===== src/hdl/lbr_pkg.sv =====
package lbr_pkg;

	// Frame store geometry.
	localparam int MAX_WIDTH = 512;
	localparam int MAX_HEIGHT = 512;
	localparam int MAX_CHANNELS = 3;
	localparam int PLANE_SIZE = MAX_WIDTH * MAX_HEIGHT;
	localparam int STORE_DEPTH = MAX_CHANNELS * PLANE_SIZE;
	localparam int ADDR_W = $clog2(STORE_DEPTH);

	// Field widths.
	localparam int PIX_W = 16;
	localparam int POS_W = 10;
	localparam int CH_W = 2;
	localparam int SDIM_W = 10;
	localparam int DDIM_W = 11;
	localparam int FRAC_W = 16;
	localparam int PROD_W = SDIM_W + DDIM_W;
	localparam int NUM_W = POS_W + SDIM_W;

	// Configuration port.
	localparam int CFG_IDX_W = 3;
	localparam int CFG_DATA_W = 11;
	localparam logic [CFG_IDX_W-1:0] REG_SRC_WIDTH = 3'd0;
	localparam logic [CFG_IDX_W-1:0] REG_SRC_HEIGHT = 3'd1;
	localparam logic [CFG_IDX_W-1:0] REG_DST_WIDTH = 3'd2;
	localparam logic [CFG_IDX_W-1:0] REG_DST_HEIGHT = 3'd3;
	localparam logic [CFG_IDX_W-1:0] REG_NUM_CHANNELS = 3'd4;
	localparam logic [CFG_IDX_W-1:0] REG_LETTERBOX_ON = 3'd5;

	// Queue between the front and the back.
	localparam int QDEPTH = 4;
	localparam int QPTR_W = $clog2(QDEPTH);
	localparam int QCNT_W = $clog2(QDEPTH + 1);

	// Divider: four quotient bits per cycle.
	localparam int DVD_W = NUM_W + FRAC_W;
	localparam int DVS_W = DDIM_W;
	localparam int DIV_BITS = 4;
	localparam int DIV_STEPS = DVD_W / DIV_BITS;
	localparam int DIV_CNT_W = $clog2(DIV_STEPS + 1);

	localparam logic [PIX_W-1:0] GRAY_HALF = 16'h8000;
	localparam logic [FRAC_W:0] ONE_Q16 = 17'h10000;

	typedef logic [1:0] kind_t;
	localparam kind_t KIND_LOAD = 2'd0;
	localparam kind_t KIND_QUERY = 2'd1;
	localparam kind_t KIND_OOR = 2'd2;

	typedef struct packed {
		kind_t kind;
		logic [POS_W-1:0] x;
		logic [POS_W-1:0] y;
		logic [CH_W-1:0] ch;
		logic [PIX_W-1:0] pix;
	} item_t;

	typedef struct packed {
		logic [SDIM_W-1:0] sw;
		logic [SDIM_W-1:0] sh;
		logic [CH_W-1:0] nch;
		logic [DDIM_W-1:0] dw;
		logic [DDIM_W-1:0] dh;
		logic lb;
	} cfg_t;

	function automatic logic [ADDR_W-1:0] addr_of(input logic [CH_W-1:0] ch,
			input logic [POS_W-1:0] x, input logic [POS_W-1:0] y);
		return ADDR_W'(int'(ch) * PLANE_SIZE + int'(y) * MAX_WIDTH + int'(x));
	endfunction

endpackage


===== src/hdl/lbr_front.sv =====
module lbr_front (
	input logic clk,
	input logic arst_n,
	input lbr_pkg::cfg_t cfg,
	input logic push,
	output logic full,
	input logic req_type,
	input logic [lbr_pkg::POS_W-1:0] pos_x,
	input logic [lbr_pkg::POS_W-1:0] pos_y,
	input logic [lbr_pkg::CH_W-1:0] chan,
	input logic [lbr_pkg::PIX_W-1:0] pixel_in,
	output logic q_valid,
	output lbr_pkg::item_t q_item,
	input logic q_pop
);

	lbr_pkg::item_t qmem [lbr_pkg::QDEPTH];
	logic [lbr_pkg::QPTR_W-1:0] wr_ptr_q;
	logic [lbr_pkg::QPTR_W-1:0] rd_ptr_q;
	logic [lbr_pkg::QCNT_W-1:0] cnt_q;
	logic load_ok;
	logic query_oor;
	logic enq;
	logic deq;
	lbr_pkg::item_t item_in;

	// Loads outside the current source are dropped here and never reach the back.
	assign load_ok = (pos_x < cfg.sw) && (pos_y < cfg.sh) && (chan < cfg.nch);
	assign query_oor = ({1'b0, pos_x} >= cfg.dw) || ({1'b0, pos_y} >= cfg.dh)
		|| (chan >= cfg.nch);

	always_comb begin
		item_in.x = pos_x;
		item_in.y = pos_y;
		item_in.ch = chan;
		item_in.pix = pixel_in;
		if (!req_type) begin
			item_in.kind = lbr_pkg::KIND_LOAD;
		end else if (query_oor) begin
			item_in.kind = lbr_pkg::KIND_OOR;
		end else begin
			item_in.kind = lbr_pkg::KIND_QUERY;
		end
	end

	assign full = (cnt_q == lbr_pkg::QCNT_W'(lbr_pkg::QDEPTH));
	assign q_valid = (cnt_q != '0);
	assign q_item = qmem[rd_ptr_q];
	assign enq = push && !full && (req_type || load_ok);
	assign deq = q_pop && q_valid;

	always_ff @(posedge clk or negedge arst_n) begin
		if (!arst_n) begin
			wr_ptr_q <= '0;
			rd_ptr_q <= '0;
			cnt_q <= '0;
		end else begin
			if (enq) begin
				wr_ptr_q <= (wr_ptr_q == lbr_pkg::QPTR_W'(lbr_pkg::QDEPTH - 1)) ? '0
					: wr_ptr_q + 1'b1;
			end
			if (deq) begin
				rd_ptr_q <= (rd_ptr_q == lbr_pkg::QPTR_W'(lbr_pkg::QDEPTH - 1)) ? '0
					: rd_ptr_q + 1'b1;
			end
			if (enq && !deq) begin
				cnt_q <= cnt_q + 1'b1;
			end else if (deq && !enq) begin
				cnt_q <= cnt_q - 1'b1;
			end
		end
	end

	always_ff @(posedge clk) begin
		if (enq) begin
			qmem[wr_ptr_q] <= item_in;
		end
	end

endmodule


===== config.mk =====
export PLATFORM = sky130hd
export DESIGN_NAME = lbr_front
export DESIGN_NICKNAME = d
export VERILOG_FILES = /design/src/hdl/lbr_pkg.sv /design/src/hdl/lbr_front.sv
export SDC_FILE = /design/constraint.sdc
export NUM_CORES = 1
export LEC_CHECK = 0
export ABC_AREA = 1
export ABC_CLOCK_PERIOD_IN_PS = 4200
export BUFFER_PORTS_ARGS = -buffer_cell sky130_fd_sc_hd__buf_2
export CAP_MARGIN = 20
export CORE_UTILIZATION = 35
export DETAILED_ROUTE_END_ITERATION = 7
export PLACE_DENSITY = 0.53
export SYNTH_ARGS = -nofsm -noshare
export SYNTH_HDL_FRONTEND = slang
export SYNTH_SLANG_ARGS = --single-unit

===== constraint.sdc =====
create_clock -name clk -period 4.2 [get_ports clk]
set_input_delay 0.42 -clock clk [delete_from_list [all_inputs] [get_ports clk]]
set_output_delay 0.42 -clock clk [all_outputs]
set_load 0.01 [all_outputs]

; Word-level counts from Yosys, hierarchy flattened
; Memories as Yosys holds them, arrays and structs flattened.
; Cells that the tools add are included.
[word_totals]
ram_bits = 160
elab_cells = 40
n_memories = 1
register_bits = 7
[memory_table]
columns = memory, words, width, rd, rd_clocked_by_memory_dff, write_ports, line_no
row1 = qmem, 4, 40, 1, 0, 1, lbr_front.sv:17  ; lbr_pkg::item_t qmem [lbr_pkg::QDEPTH];
[classes]
eq_ne = 3
mux = 8
n_reduce_logical = 15
add_sub_neg = 4
n_lt_le_gt_ge = 6
[op_table]
columns = op, n
row1 = >= comparator 10 x 11 -> 1 bit, 2
row2 = < comparator 10 bit, 2
row3 = two-way mux 2 bit, 4
row4 = logical AND 1 bit, 7
row5 = two-way mux 3 bit, 2
row6 = adder 2 x 1 -> 2 bit (second input constant), 2
row7 = equality test 2 bit (second input constant), 2
row8 = adder 3 x 1 -> 3 bit (second input constant), 1
row9 = equality test 3 bit (second input constant), 1
row10 = zero test 1 bit, 3
row11 = logical OR 1 bit, 3
row12 = nonzero test 3 bit, 1
row13 = subtractor 3 x 1 -> 3 bit (second input constant), 1
row14 = >= comparator 2 bit, 1
row15 = < comparator 2 bit, 1
row16 = two-way mux 1 bit, 2
row17 = nonzero test 2 bit, 1

; Depth between registers and ports, before layout
[depth]
depth_word = 9
depth_mapped = 17
mapped_depth_nobuf = 17

; Least setup slack after synthesis
; OpenSTA, ideal clock, no wires.
[synth_timing]
path_type = input -> register
from = in cfg[30] (netlist name)
to = mem qmem[3][0] (netlist name), enable pin
arrival_ns = 3.011
path_buffers = 0
setup_slack_ns = 0.751
required_time_ns = 3.763
setup_ns = 0.437
stages = 11
path_cell_list = inv_1 -> ha_1 -> nand2_1 -> inv_1 -> a21oi_2 -> nand2_1 -> nand2_1 -> nand3_1 -> nand2_2 -> nand2_4 -> nor2_1
[synth_via]
elab_chain_cells = 7
[synth_lines]
columns = item, line_no
row1 = start: declaration, lbr_front.sv:4  ; input lbr_pkg::cfg_t cfg,
row2 = < comparator 10 bit, lbr_front.sv:28  ; assign load_ok = (pos_x < cfg.sw) && (pos_y < cfg.sh) && (chan < cfg.nch);
row3 = logical AND 1 bit (2 in a row), lbr_front.sv:28
row4 = logical OR 1 bit, lbr_front.sv:49  ; assign enq = push && !full && (req_type || load_ok);
row5 = logical AND 1 bit, lbr_front.sv:49
row6 = two-way mux 1 bit, lbr_front.sv:75  ; if (enq) begin
row7 = two-way mux 1 bit (implied by the code), lbr_front.sv:76  ; qmem[wr_ptr_q] <= item_in;
row8 = end: declaration, lbr_front.sv:17
; Every way passes these cells.

==> metrics.txt <==
Peak VDD IR=~0.53 mV; Die Width=between 100 and 150 um; n_diodes=0; most common cell in the netlist=edfxtp_1; ANT nets after route=0; P_leak=3.64 nW; syn avg cell area=roughly 12 um2; DRT Pass-1 Iters=6; Slew Limit Headroom=between 30% and 40%; CTS Hold Bufs=1; unrepaired setup endpoints after global routing=no; hold path depth=1; largest net degree at the start of global routing=between 80 and 90; first-pass GRT wire length=about 27 mm; post-CTS sizing=0; Post-Syn Instances=~640; Worst Hold End=qmem[0][0]$_DFFE_PP_; #FFs+latches synth=~170; clock net sink count=~170; post-route setup TNS=0 ps; Initial Util=35.6%; Synth top area share=between 60 and 70%; area post-placement=between 0.008 and 0.009 mm2; ratio of cells with drive above 1 in the final layout=22.9%; I/O Buffers=between 100 and 150; worst-margin pin slew=~1000 ps; Post-CTS Setup Inserts=0; Crit Path Category=register to output port; P&R area growth vs syn=21.0%; vias in the first global route=between 5000 and 6000; Commonest cells post-synth=edfxtp_1, nor2_1, o21ai_0; WP data required=3780 ps; Worst Reg2Reg Path Length in Cells=11; Worst path slowest cell=inv_2; Tcrit/Tclk final=between 60% and 70%; P per Cell Area=between 500 and 600 mW/mm2; Reg clk slew, reported paths=60 ps; post-synth top area cell=edfxtp_1; max_cap viols=0; EDFF count, synth=160; remaining global-route overflow=0; antenna violations before repair=0; # setup viols final=0; Die Ht=148 um; Clock Root Buffer=clkbuf_16; min-delay worst type=input pin to register; Final min period=around 2800 ps; Reg2Reg Setup Slack=1980 ps; routed length per instance=roughly 16 um; Total Die Area=0.0219 mm2; CP startpoint kind=register; final instance area=0.00902 mm2; Largest stage delay, worst path=roughly 700 ps; final non-filler cell total=approximately 1100; Via density=approximately 4.8; Place WS=1180 ps; max-slew violation count=0; IO Count=130; CTS buffer count=17; # rows=between 50 and 60; Yosys cell types=25; DRC viols=0; drt total wl=about 17 mm; dpl hpwl=11.0 mm; Ys Warns=0; global placement routability congestion=between 0.8 and 0.9; Max Fclk=354 MHz; Max FO, Critical Path=60; clk_lat worst skew=approximately 420 ps; final hold vios=0; dominant synthesized flop cell=edfxtp_1; placed insts=1025; DR iter-0 viols=roughly 270; CTS tree=done; Post-Syn Area=approximately 0.0075 mm2; global-route usage over all layers=roughly 16%; reg-to-reg endpoint=cnt_q[1]$_DFFE_PN0P_; Crit path arrival time=2400 ps; CTS Buffer Depth=2; worst setup margin=roughly 1400 ps; Final Power=about 0.0054 W; run status=complete, no violations; via count=between 5000 and 6000; register area share after synthesis=66.8%; fraction of registers with async set or reset after synthesis=roughly 4.2%; Max Clock Skew=between 6 and 7 ps; critical path endpoint category=output port; reg2reg start=cnt_q[0]$_DFFE_PN0P_; Mapped Nets=770; synth top area cells=edfxtp_1, ha_1, o21ai_0, nor2_1, o22ai_1; critical path cell sequence=inv_2, buf_4, o21ai_0, o22ai_1, buf_2; Final #Nets=~910; H-tree Lvls=4; hold path start=pixel_in[0]; core area=between 0.02 and 0.025 mm2
## per-layer routing
metal  part of all wire [%]  GRT usage, %  up-vias
li1                       -             -     2510
met1                     42          19.2     2416
met2                     50          29.2      136
met3                    5.6          3.43       22
met4                    2.0          6.34        0
met5                      0             0        -
## worst max-delay path by stage
stage	from	endpoint	slack (ps)
after floorplan	cfg[30]	qmem[3][0]$_DFFE_PP_	750
after global placement	cfg[24]	cnt_q[2]$_DFFE_PN0P_	1170
after detailed placement	cfg[24]	cnt_q[2]$_DFFE_PN0P_	1180
after CTS	rd_ptr_q[0]$_DFFE_PN0P_	q_item[9]	1330
after global routing	rd_ptr_q[0]$_DFFE_PN0P_	q_item[13]	1150
final	rd_ptr_q[0]$_DFFE_PN0P_	q_item[9]	1380
## area by class of cell
type	count	area [um2]
fillers	1978	11900
flip-flops and latches	167	4980
multi-input cells	374	2140
repair buffers	141	741
clock buffers	26	522
well taps	275	344
inverters	69	259
clock inverters	6	33.8
## power breakdown
part           leakage [nW]  internal (W)  switching [W]  total (W)
registers              1.54       0.00206      0.0000611    0.00212
clock network         0.280      0.000856       0.000570    0.00143
logic                  1.82      0.000614        0.00123    0.00185
total                  3.64       0.00353        0.00186    0.00539
## cells by family (layout without fill, tap and decap cells)
group | after synthesis | in the layout | share of synthesized area, %
AO/OA/AOI/OAI | 145 | 145 | 10.5
AND/OR/NAND/NOR | 180 | 180 | 9.55
buffers and inverters | 94 | 242 | 4.92
adder cells (fa/ha/maj) | 47 | 47 | 7.99
XOR/XNOR | 2 | 2 | 0.235
flip-flops | 167 | 167 | 66.8
## critical path: cells and delay by family, from the launching register on
family	cells	cell delay, ps
AO/OA/AOI/OAI	2	280
buffers and inverters	3	1280
flip-flops	1	410
## per-stage QoR
stage               hold slack, ps  util [%]
floorplan                      124         -
global placement               261      40.4
detailed placement             261      40.4
CTS                            190      43.0
global route                   197      43.0
finish                         216      43.0
## layout by cell type (no fill, tap or decap), types with 5 or more instances in the layout
master | Yosys | final
ha_1 | 46 | 46
edfxtp_1 | 160 | 160
nor2_1 | 106 | 102
o22ai_1 | 40 | 40
inv_1 | 66 | 66
o21ai_1 | 5 | 5
nand3_1 | 10 | 10
nand2_1 | 55 | 55
a21oi_1 | 15 | 15
dfrtp_1 | 7 | 6
o21ai_0 | 82 | 82
buf_2 | 7 | 128
clkbuf_1 | 16 | 5
clkbuf_16 | 0 | 19
buf_4 | 1 | 12
## state kept, by name, summed over array words and instances, names as in the netlist
register	count
cnt_q	3
qmem	160
wr_ptr_q	2
rd_ptr_q	2
Note: power is estimated with default switching activity, not from simulation.
